$ cat src/hw/rtl/arpc_pkg.sv
// ============================================================================
// arpc_pkg
// Shared types and constants for the ARP cache and responder.
// ============================================================================
package arpc_pkg;

    // default table depth
    localparam int TABLE_ENTRIES_DEF = 16;

    // front-to-back queue depth (power of two)
    localparam int QUEUE_DEPTH = 2;

    // APB port geometry: two registers on 8-byte spacing
    localparam int APB_ADDR_W = 4;
    localparam int APB_DATA_W = 64;
    localparam int REG_SEL_BIT = 3;
    localparam logic REG_OWN_IP  = 1'b0;
    localparam logic REG_OWN_MAC = 1'b1;

    // header checks
    localparam logic [15:0] MIN_PKT_LEN    = 16'd28;
    localparam logic [15:0] HW_ETHERNET    = 16'd1;
    localparam logic [15:0] PROTO_IPV4     = 16'h0800;
    localparam logic [7:0]  ADDR_HW_LEN    = 8'd6;
    localparam logic [7:0]  ADDR_PROTO_LEN = 8'd4;
    localparam logic [15:0] OP_REQUEST     = 16'd1;

    localparam logic FUNC_PACKET = 1'b0;
    localparam logic FUNC_LOOKUP = 1'b1;

    // table entry layout: {ip, mac}
    localparam int IP_W    = 32;
    localparam int MAC_W   = 48;
    localparam int ENTRY_W = IP_W + MAC_W;

    typedef enum logic [1:0] {
        PS_OK      = 2'd0,
        PS_SHORT   = 2'd1,
        PS_BAD_HDR = 2'd2
    } pkt_status_t;

    typedef enum logic [2:0] {
        CA_NONE        = 3'd0,
        CA_MATCH_SAME  = 3'd1,
        CA_MAC_CHANGED = 3'd2,
        CA_INSERTED    = 3'd3,
        CA_EVICTED     = 3'd4
    } cache_action_t;

    // classified transaction handed from front to back
    typedef struct packed {
        logic              is_lookup;
        pkt_status_t       status;
        logic              learn;
        logic              reply;
        logic [IP_W-1:0]   key_ip;
        logic [MAC_W-1:0]  mac;
    } arpc_item_t;

endpackage

$ cat src/hw/rtl/arp_cache_responder.sv
// ============================================================================
// arp_cache_responder
// ARP cache with learn/refresh, reply indication and address lookup.
// ============================================================================
// Every transaction gives exactly one result. A front stage checks the
// header (length, then hardware/protocol type and address lengths), decides
// whether the sender mapping is learned and whether a reply to own_ip is
// due, and hands the classified transaction through a two-deep queue to the
// back stage. The back stage scans the table one entry per cycle through a
// registered-read RAM, keeping the lowest valid match and the lowest free
// slot, then refreshes, inserts or overwrites slot 0 when full. Lookups and
// learning packets read every table entry through the single read port;
// dropped packets and packets with a zero sender IP skip the scan. The
// back stage handles one transaction at a time, and a stalled result
// holds it until the result is taken. Entry valid bits are flip-flops
// cleared at reset, so the table is usable right away with
// no clearing pass. own_ip sits at byte address 0 and own_mac at 8 on the
// 64-bit APB port; write them only while no transaction is in flight.
// ============================================================================
module arp_cache_responder #(
    parameter int TABLE_ENTRIES = arpc_pkg::TABLE_ENTRIES_DEF
) (
    input  logic                             clk,
    input  logic                             rst_n,
    // configuration
    input  logic                             psel,
    input  logic                             penable,
    input  logic                             pwrite,
    input  logic [arpc_pkg::APB_ADDR_W-1:0]  paddr,
    input  logic [arpc_pkg::APB_DATA_W-1:0]  pwdata,
    output logic [arpc_pkg::APB_DATA_W-1:0]  prdata,
    output logic                             pready,
    // input transactions
    input  logic                             in_valid,
    output logic                             in_stall,
    input  logic                             func,
    input  logic [15:0]                      pkt_len,
    input  logic [15:0]                      hw_type,
    input  logic [15:0]                      ptype,
    input  logic [7:0]                       hw_len,
    input  logic [7:0]                       plen,
    input  logic [15:0]                      operation,
    input  logic [47:0]                      src_mac,
    input  logic [31:0]                      src_ip,
    input  logic [31:0]                      tgt_ip,
    input  logic [31:0]                      lookup_ip,
    // result transactions
    output logic                             out_valid,
    input  logic                             out_stall,
    output logic [1:0]                       packet_status,
    output logic [2:0]                       cache_action,
    output logic                             send_reply,
    output logic [47:0]                      reply_mac,
    output logic [31:0]                      reply_ip,
    output logic                             lookup_hit,
    output logic [47:0]                      lookup_mac
);

    arpc_pkg::arpc_item_t push_item;
    arpc_pkg::arpc_item_t head_item;
    logic                 q_push;
    logic                 q_full;
    logic                 q_pop;
    logic                 q_empty;

    // front: config registers and classification
    arpc_front u_front (
        .clk        (clk),
        .rst_n      (rst_n),
        .psel       (psel),
        .penable    (penable),
        .pwrite     (pwrite),
        .paddr      (paddr),
        .pwdata     (pwdata),
        .prdata     (prdata),
        .pready     (pready),
        .in_valid   (in_valid),
        .in_stall   (in_stall),
        .func       (func),
        .pkt_len    (pkt_len),
        .hw_type    (hw_type),
        .ptype      (ptype),
        .hw_len     (hw_len),
        .plen       (plen),
        .operation  (operation),
        .src_mac    (src_mac),
        .src_ip     (src_ip),
        .tgt_ip     (tgt_ip),
        .lookup_ip  (lookup_ip),
        .q_full     (q_full),
        .q_push     (q_push),
        .q_item     (push_item)
    );

    // decouples acceptance from the table scan
    arpc_queue u_queue (
        .clk       (clk),
        .rst_n     (rst_n),
        .push      (q_push),
        .push_item (push_item),
        .full      (q_full),
        .pop       (q_pop),
        .head_item (head_item),
        .empty     (q_empty)
    );

    // back: table scan, update and result register
    arpc_back #(
        .TABLE_ENTRIES (TABLE_ENTRIES)
    ) u_back (
        .clk           (clk),
        .rst_n         (rst_n),
        .q_empty       (q_empty),
        .q_item        (head_item),
        .q_pop         (q_pop),
        .out_valid     (out_valid),
        .out_stall     (out_stall),
        .packet_status (packet_status),
        .cache_action  (cache_action),
        .send_reply    (send_reply),
        .reply_mac     (reply_mac),
        .reply_ip      (reply_ip),
        .lookup_hit    (lookup_hit),
        .lookup_mac    (lookup_mac)
    );

endmodule

$ cat src/hw/rtl/arpc_ram.sv
// ============================================================================
// arpc_ram
// Generic single-write, single-read RAM with registered read data.
// ============================================================================
module arpc_ram #(
    parameter int WIDTH = 8,
    parameter int DEPTH = 16
) (
    input  logic                                      clk,
    input  logic                                      we,
    input  logic [((DEPTH > 1) ? $clog2(DEPTH) : 1)-1:0] waddr,
    input  logic [WIDTH-1:0]                          wdata,
    input  logic [((DEPTH > 1) ? $clog2(DEPTH) : 1)-1:0] raddr,
    output logic [WIDTH-1:0]                          rdata
);

    logic [WIDTH-1:0] mem [DEPTH];

    always_ff @(posedge clk)
    begin
        if (we)
        begin
            mem[waddr] <= wdata;
        end
        rdata <= mem[raddr];
    end

endmodule

$ cat src/hw/rtl/arpc_front.sv
// ============================================================================
// arpc_front
// Config registers, input acceptance and packet classification.
// ============================================================================
module arpc_front (
    input  logic                                clk,
    input  logic                                rst_n,
    // APB
    input  logic                                psel,
    input  logic                                penable,
    input  logic                                pwrite,
    input  logic [arpc_pkg::APB_ADDR_W-1:0]     paddr,
    input  logic [arpc_pkg::APB_DATA_W-1:0]     pwdata,
    output logic [arpc_pkg::APB_DATA_W-1:0]     prdata,
    output logic                                pready,
    // input channel
    input  logic                                in_valid,
    output logic                                in_stall,
    input  logic                                func,
    input  logic [15:0]                         pkt_len,
    input  logic [15:0]                         hw_type,
    input  logic [15:0]                         ptype,
    input  logic [7:0]                          hw_len,
    input  logic [7:0]                          plen,
    input  logic [15:0]                         operation,
    input  logic [47:0]                         src_mac,
    input  logic [31:0]                         src_ip,
    input  logic [31:0]                         tgt_ip,
    input  logic [31:0]                         lookup_ip,
    // queue side
    input  logic                                q_full,
    output logic                                q_push,
    output arpc_pkg::arpc_item_t                q_item
);

    logic [31:0] own_ip_reg;
    logic [31:0] own_ip_next;
    logic [47:0] own_mac_reg;
    logic [47:0] own_mac_next;

    logic cfg_wr;
    logic is_short;
    logic bad_hdr;
    logic hdr_ok;

    assign pready = 1'b1;
    assign cfg_wr = psel && penable && pwrite;

    always_comb
    begin
        own_ip_next  = own_ip_reg;
        own_mac_next = own_mac_reg;
        if (cfg_wr)
        begin
            if (paddr[arpc_pkg::REG_SEL_BIT] == arpc_pkg::REG_OWN_IP)
            begin
                own_ip_next = pwdata[31:0];
            end
            else
            begin
                own_mac_next = pwdata[47:0];
            end
        end
    end

    always_ff @(posedge clk or negedge rst_n)
    begin
        if (!rst_n)
        begin
            own_ip_reg  <= '0;
            own_mac_reg <= '0;
        end
        else
        begin
            own_ip_reg  <= own_ip_next;
            own_mac_reg <= own_mac_next;
        end
    end

    assign prdata = (paddr[arpc_pkg::REG_SEL_BIT] == arpc_pkg::REG_OWN_MAC)
                  ? {16'd0, own_mac_reg} : {32'd0, own_ip_reg};

    // classification
    assign is_short = pkt_len < arpc_pkg::MIN_PKT_LEN;
    assign bad_hdr  = (hw_type != arpc_pkg::HW_ETHERNET) ||
                      (ptype != arpc_pkg::PROTO_IPV4) ||
                      (hw_len != arpc_pkg::ADDR_HW_LEN) ||
                      (plen != arpc_pkg::ADDR_PROTO_LEN);
    assign hdr_ok   = (func == arpc_pkg::FUNC_PACKET) && !is_short && !bad_hdr;

    always_comb
    begin
        q_item.is_lookup = (func == arpc_pkg::FUNC_LOOKUP);
        if (func == arpc_pkg::FUNC_LOOKUP)
        begin
            q_item.status = arpc_pkg::PS_OK;
        end
        else if (is_short)
        begin
            q_item.status = arpc_pkg::PS_SHORT;
        end
        else if (bad_hdr)
        begin
            q_item.status = arpc_pkg::PS_BAD_HDR;
        end
        else
        begin
            q_item.status = arpc_pkg::PS_OK;
        end
        q_item.learn  = hdr_ok && (src_ip != 32'd0);
        q_item.reply  = hdr_ok && (operation == arpc_pkg::OP_REQUEST) &&
                        (tgt_ip == own_ip_reg);
        q_item.key_ip = (func == arpc_pkg::FUNC_LOOKUP) ? lookup_ip : src_ip;
        q_item.mac    = src_mac;
    end

    assign in_stall = q_full;
    assign q_push   = in_valid && !q_full;

endmodule

$ cat src/hw/rtl/arpc_queue.sv
// ============================================================================
// arpc_queue
// Short FIFO of classified transactions between front and back.
// ============================================================================
module arpc_queue (
    input  logic                  clk,
    input  logic                  rst_n,
    input  logic                  push,
    input  arpc_pkg::arpc_item_t  push_item,
    output logic                  full,
    input  logic                  pop,
    output arpc_pkg::arpc_item_t  head_item,
    output logic                  empty
);

    localparam int PTR_W = (arpc_pkg::QUEUE_DEPTH > 1) ? $clog2(arpc_pkg::QUEUE_DEPTH) : 1;
    localparam int CNT_W = $clog2(arpc_pkg::QUEUE_DEPTH + 1);

    arpc_pkg::arpc_item_t slot_reg [arpc_pkg::QUEUE_DEPTH];

    logic [PTR_W-1:0] wr_ptr_reg;
    logic [PTR_W-1:0] wr_ptr_next;
    logic [PTR_W-1:0] rd_ptr_reg;
    logic [PTR_W-1:0] rd_ptr_next;
    logic [CNT_W-1:0] count_reg;
    logic [CNT_W-1:0] count_next;

    logic do_push;
    logic do_pop;

    assign full      = (count_reg == CNT_W'(arpc_pkg::QUEUE_DEPTH));
    assign empty     = (count_reg == '0);
    assign do_push   = push && !full;
    assign do_pop    = pop && !empty;
    assign head_item = slot_reg[rd_ptr_reg];

    always_comb
    begin
        wr_ptr_next = wr_ptr_reg;
        rd_ptr_next = rd_ptr_reg;
        count_next  = count_reg;
        if (do_push)
        begin
            wr_ptr_next = (wr_ptr_reg == PTR_W'(arpc_pkg::QUEUE_DEPTH - 1))
                        ? '0 : wr_ptr_reg + 1'b1;
        end
        if (do_pop)
        begin
            rd_ptr_next = (rd_ptr_reg == PTR_W'(arpc_pkg::QUEUE_DEPTH - 1))
                        ? '0 : rd_ptr_reg + 1'b1;
        end
        if (do_push && !do_pop)
        begin
            count_next = count_reg + 1'b1;
        end
        else if (do_pop && !do_push)
        begin
            count_next = count_reg - 1'b1;
        end
    end

    always_ff @(posedge clk or negedge rst_n)
    begin
        if (!rst_n)
        begin
            wr_ptr_reg <= '0;
            rd_ptr_reg <= '0;
            count_reg  <= '0;
        end
        else
        begin
            wr_ptr_reg <= wr_ptr_next;
            rd_ptr_reg <= rd_ptr_next;
            count_reg  <= count_next;
        end
    end

    always_ff @(posedge clk)
    begin
        if (do_push)
        begin
            slot_reg[wr_ptr_reg] <= push_item;
        end
    end

endmodule

$ cat src/hw/rtl/arpc_back.sv
// ============================================================================
// arpc_back
// Table scan, learn/update and result register.
// ============================================================================
module arpc_back #(
    parameter int TABLE_ENTRIES = arpc_pkg::TABLE_ENTRIES_DEF
) (
    input  logic                  clk,
    input  logic                  rst_n,
    // queue side
    input  logic                  q_empty,
    input  arpc_pkg::arpc_item_t  q_item,
    output logic                  q_pop,
    // result channel
    output logic                  out_valid,
    input  logic                  out_stall,
    output logic [1:0]            packet_status,
    output logic [2:0]            cache_action,
    output logic                  send_reply,
    output logic [47:0]           reply_mac,
    output logic [31:0]           reply_ip,
    output logic                  lookup_hit,
    output logic [47:0]           lookup_mac
);

    localparam int IDX_W = (TABLE_ENTRIES > 1) ? $clog2(TABLE_ENTRIES) : 1;
    localparam int CNT_W = $clog2(TABLE_ENTRIES + 1);

    typedef enum logic [3:0] {
        S_IDLE   = 4'b0001,
        S_SCAN   = 4'b0010,
        S_DECIDE = 4'b0100,
        S_OUT    = 4'b1000
    } back_state_t;

    back_state_t st_reg, st_next;
    arpc_pkg::arpc_item_t item_reg, item_next;
    arpc_pkg::cache_action_t action_reg, action_next;

    logic [CNT_W-1:0]   issue_cnt_reg, issue_cnt_next;
    logic               cmp_valid_reg, cmp_valid_next;
    logic [IDX_W-1:0]   cmp_idx_reg, cmp_idx_next;
    logic               found_reg, found_next;
    logic [IDX_W-1:0]   match_idx_reg, match_idx_next;
    logic [47:0]        match_mac_reg, match_mac_next;
    logic               free_found_reg, free_found_next;
    logic [IDX_W-1:0]   free_idx_reg, free_idx_next;
    logic [TABLE_ENTRIES-1:0] valid_reg, valid_next;

    logic               out_valid_reg, out_valid_next;
    arpc_pkg::pkt_status_t   packet_status_reg, packet_status_next;
    arpc_pkg::cache_action_t cache_action_reg, cache_action_next;
    logic               send_reply_reg, send_reply_next;
    logic [47:0]        reply_mac_reg, reply_mac_next;
    logic [31:0]        reply_ip_reg, reply_ip_next;
    logic               lookup_hit_reg, lookup_hit_next;
    logic [47:0]        lookup_mac_reg, lookup_mac_next;

    logic                         ram_we;
    logic [IDX_W-1:0]             ram_waddr;
    logic [arpc_pkg::ENTRY_W-1:0] ram_wdata;
    logic [arpc_pkg::ENTRY_W-1:0] ram_rdata;
    logic [31:0]                  rd_ip;
    logic [47:0]                  rd_mac;
    logic                         issue;
    logic                         cmp_hit;
    logic                         cmp_free;

    arpc_ram #(
        .WIDTH (arpc_pkg::ENTRY_W),
        .DEPTH (TABLE_ENTRIES)
    ) u_table (
        .clk   (clk),
        .we    (ram_we),
        .waddr (ram_waddr),
        .wdata (ram_wdata),
        .raddr (issue_cnt_reg[IDX_W-1:0]),
        .rdata (ram_rdata)
    );

    assign rd_ip    = ram_rdata[arpc_pkg::ENTRY_W-1:arpc_pkg::MAC_W];
    assign rd_mac   = ram_rdata[arpc_pkg::MAC_W-1:0];
    assign issue    = (st_reg == S_SCAN) && (issue_cnt_reg < CNT_W'(TABLE_ENTRIES));
    assign cmp_hit  = cmp_valid_reg && valid_reg[cmp_idx_reg] && (rd_ip == item_reg.key_ip);
    assign cmp_free = cmp_valid_reg && !valid_reg[cmp_idx_reg];
    assign ram_wdata = {item_reg.key_ip, item_reg.mac};

    always_comb
    begin
        st_next            = st_reg;
        item_next          = item_reg;
        action_next        = action_reg;
        issue_cnt_next     = issue_cnt_reg;
        cmp_valid_next     = 1'b0;
        cmp_idx_next       = cmp_idx_reg;
        found_next         = found_reg;
        match_idx_next     = match_idx_reg;
        match_mac_next     = match_mac_reg;
        free_found_next    = free_found_reg;
        free_idx_next      = free_idx_reg;
        valid_next         = valid_reg;
        out_valid_next     = out_valid_reg && out_stall;
        packet_status_next = packet_status_reg;
        cache_action_next  = cache_action_reg;
        send_reply_next    = send_reply_reg;
        reply_mac_next     = reply_mac_reg;
        reply_ip_next      = reply_ip_reg;
        lookup_hit_next    = lookup_hit_reg;
        lookup_mac_next    = lookup_mac_reg;
        q_pop              = 1'b0;
        ram_we             = 1'b0;
        ram_waddr          = '0;

        case (st_reg)
            S_IDLE:
            begin
                if (!q_empty)
                begin
                    q_pop           = 1'b1;
                    item_next       = q_item;
                    issue_cnt_next  = '0;
                    found_next      = 1'b0;
                    free_found_next = 1'b0;
                    match_mac_next  = '0;
                    action_next     = arpc_pkg::CA_NONE;
                    st_next = (q_item.is_lookup || q_item.learn) ? S_SCAN : S_OUT;
                end
            end
            S_SCAN:
            begin
                // read slot n, compare it in the next cycle
                cmp_valid_next = issue;
                cmp_idx_next   = issue_cnt_reg[IDX_W-1:0];
                if (issue)
                begin
                    issue_cnt_next = issue_cnt_reg + 1'b1;
                end
                if (cmp_hit && !found_reg)
                begin
                    found_next     = 1'b1;
                    match_idx_next = cmp_idx_reg;
                    match_mac_next = rd_mac;
                end
                if (cmp_free && !free_found_reg)
                begin
                    free_found_next = 1'b1;
                    free_idx_next   = cmp_idx_reg;
                end
                if (!issue && !cmp_valid_reg)
                begin
                    st_next = S_DECIDE;
                end
            end
            S_DECIDE:
            begin
                if (item_reg.learn)
                begin
                    if (found_reg)
                    begin
                        if (match_mac_reg == item_reg.mac)
                        begin
                            action_next = arpc_pkg::CA_MATCH_SAME;
                        end
                        else
                        begin
                            action_next = arpc_pkg::CA_MAC_CHANGED;
                            ram_we      = 1'b1;
                            ram_waddr   = match_idx_reg;
                        end
                    end
                    else if (free_found_reg)
                    begin
                        action_next = arpc_pkg::CA_INSERTED;
                        ram_we      = 1'b1;
                        ram_waddr   = free_idx_reg;
                    end
                    else
                    begin
                        // table full: slot 0 is replaced
                        action_next = arpc_pkg::CA_EVICTED;
                        ram_we      = 1'b1;
                        ram_waddr   = '0;
                    end
                end
                if (ram_we)
                begin
                    valid_next[ram_waddr] = 1'b1;
                end
                st_next = S_OUT;
            end
            S_OUT:
            begin
                if (!out_valid_reg || !out_stall)
                begin
                    out_valid_next     = 1'b1;
                    packet_status_next = item_reg.status;
                    cache_action_next  = action_reg;
                    send_reply_next    = item_reg.reply;
                    reply_mac_next     = item_reg.reply ? item_reg.mac : '0;
                    reply_ip_next      = item_reg.reply ? item_reg.key_ip : '0;
                    lookup_hit_next    = item_reg.is_lookup && found_reg;
                    lookup_mac_next    = (item_reg.is_lookup && found_reg)
                                       ? match_mac_reg : '0;
                    st_next            = S_IDLE;
                end
            end
            default:
            begin
                st_next = S_IDLE;
            end
        endcase
    end

    always_ff @(posedge clk or negedge rst_n)
    begin
        if (!rst_n)
        begin
            st_reg        <= S_IDLE;
            issue_cnt_reg <= '0;
            cmp_valid_reg <= 1'b0;
            valid_reg     <= '0;
            out_valid_reg <= 1'b0;
        end
        else
        begin
            st_reg        <= st_next;
            issue_cnt_reg <= issue_cnt_next;
            cmp_valid_reg <= cmp_valid_next;
            valid_reg     <= valid_next;
            out_valid_reg <= out_valid_next;
        end
    end

    always_ff @(posedge clk)
    begin
        item_reg          <= item_next;
        action_reg        <= action_next;
        cmp_idx_reg       <= cmp_idx_next;
        found_reg         <= found_next;
        match_idx_reg     <= match_idx_next;
        match_mac_reg     <= match_mac_next;
        free_found_reg    <= free_found_next;
        free_idx_reg      <= free_idx_next;
        packet_status_reg <= packet_status_next;
        cache_action_reg  <= cache_action_next;
        send_reply_reg    <= send_reply_next;
        reply_mac_reg     <= reply_mac_next;
        reply_ip_reg      <= reply_ip_next;
        lookup_hit_reg    <= lookup_hit_next;
        lookup_mac_reg    <= lookup_mac_next;
    end

    assign out_valid     = out_valid_reg;
    assign packet_status = packet_status_reg;
    assign cache_action  = cache_action_reg;
    assign send_reply    = send_reply_reg;
    assign reply_mac     = reply_mac_reg;
    assign reply_ip      = reply_ip_reg;
    assign lookup_hit    = lookup_hit_reg;
    assign lookup_mac    = lookup_mac_reg;

    // table is never written while a scan reads it
    a_no_write_in_scan: assert property (@(posedge clk) disable iff (!rst_n)
        (st_reg == S_SCAN) |-> !ram_we)
        else $error("table write during scan");

    // a learn always leaves at least one valid entry
    a_learn_sets_valid: assert property (@(posedge clk) disable iff (!rst_n)
        (st_reg == S_DECIDE && item_reg.learn) |=> (valid_reg != '0))
        else $error("learn left table empty");

    // a miss reports a zero MAC
    a_miss_zero_mac: assert property (@(posedge clk) disable iff (!rst_n)
        (out_valid_reg && !lookup_hit_reg) |-> (lookup_mac_reg == '0))
        else $error("nonzero MAC on lookup miss");

    // replies only come from accepted packets, never from lookups
    a_reply_only_ok: assert property (@(posedge clk) disable iff (!rst_n)
        (out_valid_reg && send_reply_reg) |->
        (packet_status_reg == arpc_pkg::PS_OK && !lookup_hit_reg))
        else $error("reply raised on dropped packet or lookup");

endmodule
$ cat config.mk
export PLATFORM = sky130hd
export DESIGN_NAME = arp_cache_responder
export DESIGN_NICKNAME = d
export VERILOG_FILES = /design/src/hw/rtl/arpc_pkg.sv /design/src/hw/rtl/arp_cache_responder.sv /design/src/hw/rtl/arpc_ram.sv /design/src/hw/rtl/arpc_front.sv /design/src/hw/rtl/arpc_queue.sv /design/src/hw/rtl/arpc_back.sv
export SDC_FILE = /design/constraint.sdc
export NUM_CORES = 2
export LEC_CHECK = 0
export ABC_CLOCK_PERIOD_IN_PS = 17900
export BUFFER_PORTS_ARGS = -buffer_cell sky130_fd_sc_hd__buf_2
export CAP_MARGIN = 25
export CORE_ASPECT_RATIO = 1.5
export CORE_MARGIN = 3
export CORE_UTILIZATION = 52
export CTS_CLUSTER_SIZE = 25
export DETAILED_ROUTE_END_ITERATION = 10
export PLACE_DENSITY = 0.78
export REMOVE_ABC_BUFFERS = 1
export SLEW_MARGIN = 20
export SYNTH_ARGS = -nofsm -noshare
export SYNTH_HDL_FRONTEND = slang
export SYNTH_SLANG_ARGS = --single-unit
$ cat constraint.sdc
create_clock -name clk -period 17.9 [get_ports clk]
set_input_delay 1.79 -clock clk [delete_from_list [all_inputs] [get_ports clk]]
set_output_delay 1.79 -clock clk [all_outputs]
set_load 0.01 [all_outputs]
; ---- Word level (Yosys, flattened, before mapping)
; Memories as Yosys holds them, arrays and structs flattened. A register that Yosys moved wholly into a read port is not among the register bits.
; Index checks and enable logic that the tools add are counted.
; W data, S select, Z words.
[totals]
mem_count = 2
in_bits = 300
output_inout_bits = 202
ramBits = 1450
word_cells = 178
regBits = 396
[memory_table]
columns = memory, words, word_bits, read_ports, rd_clocked_by_memory_dff, write_ports, line_no
row1 = u_back.u_table.mem, 16, 80, 1, 1, 1, arpc_ram.sv:17  ; logic [WIDTH-1:0] mem [DEPTH];
row2 = u_queue.slot_reg, 2, 85, 1, 0, 1, arpc_queue.sv:19  ; arpc_pkg::arpc_item_t slot_reg [arpc_pkg::QUEUE_DEPTH];
[op_classes]
n_addsub = 5
bitwise = 4
reduce_logical = 57
n_mux = 55
magnitude_cmp = 5
n_eq_ne = 20
[op_table]
columns = op, count
row1 = $mux W48, 3
row2 = $pmux W48 S2, 1
row3 = $eq A32 B32 Y1, 2
row4 = $eq A48 B48 Y1, 1
row5 = $mux W4, 10
row6 = $mux W32, 1
row7 = $reduce_bool A32 Y1, 1
row8 = $logic_and A1 B1 Y1, 22
row9 = $mux W1, 21
row10 = $eq A16 B1 Y1 const B, 1
row11 = $lt A16 B5 Y1 const B, 1
row12 = $ne A16 B1 Y1 const B, 1
row13 = $ne A16 B12 Y1 const B, 1
row14 = $ne A8 B3 Y1 const B, 2
row15 = $or A16 B16 Y16, 1
row16 = $pmux W4 S4, 1
row17 = $reduce_and A3 Y1, 5
row18 = $reduce_and A2 Y1, 7
row19 = $logic_not A1 Y1, 13
row20 = $mux W2, 6
row21 = $mux W3, 4
row22 = $lt A4 B5 Y1 const B, 2
row23 = $mux W5, 2
row24 = $pmux W5 S2, 1
row25 = 21 further kinds, 36

; ---- Longest topological paths before layout
[logic_depth]
depth_word = 10
mapped_depth = 8
depth_no_buf = 8

; ---- Modules after synthesis
; From an unflattened synthesis, not the netlist that was laid out.
[unflattened]
cells_unflattened = 3479
hier_area_um2 = 73011.3
[by_module_without_submodules]
columns = module, cells_each, area_per_inst_um2, instances, seq_area_each_um2
row1 = arpc_ram, 2054, 49422.4, 1, 40038.4
row2 = arpc_back, 726, 12095.4, 1, 9235.1
row3 = arpc_queue, 284, 6535.0, 1, 5205.0
row4 = arpc_front, 415, 4958.5, 1, 2001.9

; ---- Worst setup path after synthesis
; OpenSTA, ideal clock, no wires.
[synth_path]
kind = input port to flip-flop
start = input port out_stall
end = register u_back.cache_action_reg[0] (netlist: u_back.cache_action[0]), enable pin
path_stages = 1
setup_time_ns = 0.674
setup_slack_ns = 9.084
n_path_buf = 0
t_required_ns = 17.226
arrival_ns = 8.142
path_cell_list = a21oi_1
[synth_via]
elab_chain_cells = 3
[synth_lines]
columns = element, line_no
row1 = from (decl), arp_cache_responder.sv:49  ; input logic out_stall,
row2 = $logic_not A1 Y1, arpc_back.sv:193  ; if (!out_valid_reg || !out_stall)
row3 = $logic_or A1 B1 Y1, arpc_back.sv:193
row4 = $reduce_and A2 Y1 (no line), --
row5 = to (signal assigned), arpc_back.sv:245  ; cache_action_reg <= cache_action_next;
row6 = to (decl), arpc_back.sv:52  ; arpc_pkg::cache_action_t cache_action_reg, cache_action_next;
; No other way between the ends.
; A chain may end at the register's enable or synchronous reset.

; ---- Worst setup path in the final report
[layout_path]
start = register u_back.item_reg[19] in the netlist's numbering
end = memory u_back.u_table.mem[13][24] in the netlist's numbering, enable pin
[layout_via]
elab_chain_cells = 8
word_cells_on_any_way = 13
classes_between = 1 x eq/ne / 12 x mux
[layout_lines]
columns = element, line_no
row1 = from (decl), arpc_back.sv:37  ; arpc_pkg::arpc_item_t item_reg, item_next;
row2 = from (signal assigned), arpc_back.sv:236  ; item_reg <= item_next;
row3 = $eq A48 B48 Y1 (*), arpc_back.sv:160  ; if (match_mac_reg == item_reg.mac)
row4 = $mux W1, arpc_back.sv:160
row5 = $mux W1, arpc_back.sv:158  ; if (found_reg)
row6 = $mux W1, arpc_back.sv:156  ; if (item_reg.learn)
row7 = $mux W1 (2 in a row), arpc_back.sv:114  ; case (st_reg)
row8 = $mux W1, arpc_ram.sv:21  ; if (we)
row9 = $mux W1 (not written as such), arpc_ram.sv:23  ; mem[waddr] <= wdata;
row10 = to (decl), arpc_ram.sv:17
; Mark *: on every way between the ends. The rest lies on a longest branch, timed or not. The select of a mux whose other input is x is not followed.

==> metrics <==
vias in the first global route between 30000 and 40000; Netlist cell types 63; top achievable clock speed 0.182 GHz; core area 138000 um2; Tcrit/Tclk final 0.307; Post-synth EDFFs 1735; fraction of power consumed by sequential logic 0.519; fin crit period 5.49 ns; setup violators final 0; placed cells 5520; drt pass-1 iters 6; CTS Buffer Depth 3; Layout Skew 0.0515 ns; Gate power share 0.181; Cells after Synth 3270; I/O pin count 502; WL final 178 mm; die height 464 um; CTS tree built; Synth area leader edfxtp_1; first-pass GRT wire length 258 mm; fin. max-slew vios 0; Resized cells post-CTS 0; # clock sinks 1926; most frequent cells in the layout edfxtp_1 (1735), buf_2 (464), mux4_2 (401); top_reg_cell synth edfxtp_1; number of setup buffers added after CTS 0; Skew-Pair Late Insertion Delay 0.85 ns; Most Frequent Cell on Critical Path buf_4; Sw Pwr 3580 uW; Max-Cap Viols 0; setup TNS 0 ns; Worst Slack Setup Final 12.41 ns; Least-Margin Pin Slew approximately 1.1 ns; Initial Utilization 0.525; commonest non-fill, non-tap cell in the layout edfxtp_1; RePlAce Congestion around 0.88; fill cell count 9533; hold buffer count at CTS 0; largest cells by area after synthesis edfxtp_1 (72%), mux4_2 (12%), dfrtp_1 (3.8%); max FFs per register 1280; clock power share 0.300; Vias per Instance 6.02; total CTS buffers 170; GRT Total Usage 0.249; row cnt 167; Synth-to-Final Area Change 14.8%; Critical Path Max Stage Delay 0.95 ns; status finished clean; Die Wd between 300 and 400 um; async set-reset flop share out of synthesis 0.0576; syn_area_per_cell 22.2 um2; clock root cell clkbuf_16; Max rail drop VDD 0.000140 V; largest net degree at the start of global routing ~110; CP Capture Type flop; detailed router's first-iteration violation count 3571; initial antenna violation count 19; pre-CTS WS 12.51 ns; layout cells sized above 1 0.370; Min-Delay Path Class flop to flop; Arr. time, crit path just under 6 ns; Pint 9080 uW; worst-path maximum fanout 38; sw frac 0.283; Crit-path slowest cell nor4_1; Leakage Power around 0.028 uW; clock-pin slew on the worst setup and hold paths 0.06 ns; GR Overflow Total 0; worst path cell trace xor2_1 -> nor4_1 -> and4_1 -> a31o_2 -> o211ai_1 -> nor2_4 -> buf_4 -> buf_4; detailed-route DRC error count 0; Final HPWL DP 100 mm; Max-slew headroom 0.249; die area 144000 um2; Vias 35200; final cell count without fillers approximately 6000; NumNets Final 4137; WS Path Type flop to flop; Port Buffers 463; post-synth top area share 0.718; Avg WL per Cell 30.4 um; Final ANT Viol Nets 0; H-tree depth 4; Syn Std Cell Area between 70000 and 80000 um2; register area share after synthesis 0.778; Yosys warnings 0; Final Hold Viols 0; crit path launch type flop; RSZ-0062 raised after global routing false; #FFs+latches synth around 1900; Worst Path Required 18.34 ns; power per cell area 152 nW/um2
## cell usage after synthesis, types with 2 or more instances
cell and number:
o21ai_0 5, dfxtp_1 80, nor3_1 8, a31o_2 3, nand2_1 22, buf_4 17
nand3b_1 5, ha_1 2, a21oi_1 6, nor4_1 44, clkbuf_2 2, nand4_1 21
buf_2 30, dfrtp_1 110, o22ai_1 2, conb_1 2, a211oi_1 2, mux4_2 401
inv_1 9, xor2_1 87, o31ai_1 5, nand2b_1 2, buf_1 13, a31oi_1 3
nor4b_1 4, o32a_1 2, nand3_1 4, nor2b_1 3, and4_1 3, xnor2_1 32
and3_1 49, o211ai_1 2, edfxtp_1 1735, o21bai_1 11, a41o_1 2, nand4b_1 2
mux2_2 229, or3_1 2, nor2_1 36, mux4_1 4, and2_1 148, clkbuf_1 100
## power by group through the flow
stage	logic, uW	registers [uW]	clock network [uW]
floorplan	1810	6650	0
global route	2450	6660	4030
global placement	2280	6600	0
CTS	2340	6580	3860
finish	2290	6570	3800
detailed placement	2310	6660	0
## area by class of cell
type	count	area, um2	share of cell area
clock inverters	102	1350	0.0162
well taps	1859	2330	0.0279
flip-flops and latches	1926	56500	0.678
inverters	10	40.0	0.000481
repair buffers	540	2970	0.0356
multi-input cells	1187	15600	0.187
diodes	4	10.0	0.000120
clock buffers	219	4550	0.0546
## kinds of logic (layout without fill, tap and decap cells)
| logic type | count (synthesis) | after routing | synth area share |
|---|---|---|---|
| other | 2 | 21 | 0.000103 |
| multiplexers | 635 | 635 | 0.162 |
| XOR/XNOR | 119 | 119 | 0.0144 |
| AND/OR/NAND/NOR | 361 | 361 | 0.0299 |
| flip-flops | 1926 | 1926 | 0.778 |
| adder cells (fa/ha/maj) | 2 | 2 | 0.000345 |
| buffers and inverters | 172 | 871 | 0.0103 |
| AO/OA/AOI/OAI | 53 | 53 | 0.00545 |
## critical path: cells and delay by family, from the launching register on
| kind | cells | cell delay [ns] |
|---|---|---|
| simple gates | 3 | 2.11 |
| xor+xnor | 1 | 0.26 |
| buf+inv | 2 | 1.37 |
| compound gates | 2 | 0.49 |
| flops | 1 | 0.77 |
## metal layers
layer | wire length [um] | up-vias | global-route usage
li1 | - | 14500 | -
met1 | 63200 | 18400 | 0.306
met2 | 92100 | 1939 | 0.425
met3 | 14100 | 343 | 0.0496
met4 | 8430 | 12 | 0.119
met5 | 60 | - | 0
## final timing paths
kind,slack [ns],cells after the start,to,startpoint
max,12.41,8,u_back.u_table.mem[13][24],u_back.item_reg[19]
min,0.42,0,u_back.packet_status[0],u_back.item_reg[82]
max reg2reg,12.41,8,u_back.u_table.mem[13][24],u_back.item_reg[19]
min reg2reg,0.42,0,u_back.packet_status[0],u_back.item_reg[82]
max in group asynchronous,15.39,2,u_back.issue_cnt_reg[1],rst_n
min in group asynchronous,1.01,1,u_back.out_valid,rst_n
## per-stage QoR
step | utilization | hold slack (ns) | instance area [um2] | power [uW]
5_1_grt | 0.602 | 0.419 | 83300 | 13100
4_1_cts | 0.602 | 0.415 | 83300 | 12800
3_5_place_dp | 0.559 | 0.416 | 77400 | 8980
3_3_place_gp | 0.559 | 0.404 | 77300 | 8880
2_1_floorplan | - | 0.400 | 71900 | 8470
6_report | 0.602 | 0.416 | 83300 | 12700
Power figures use the tool's default switching activity.
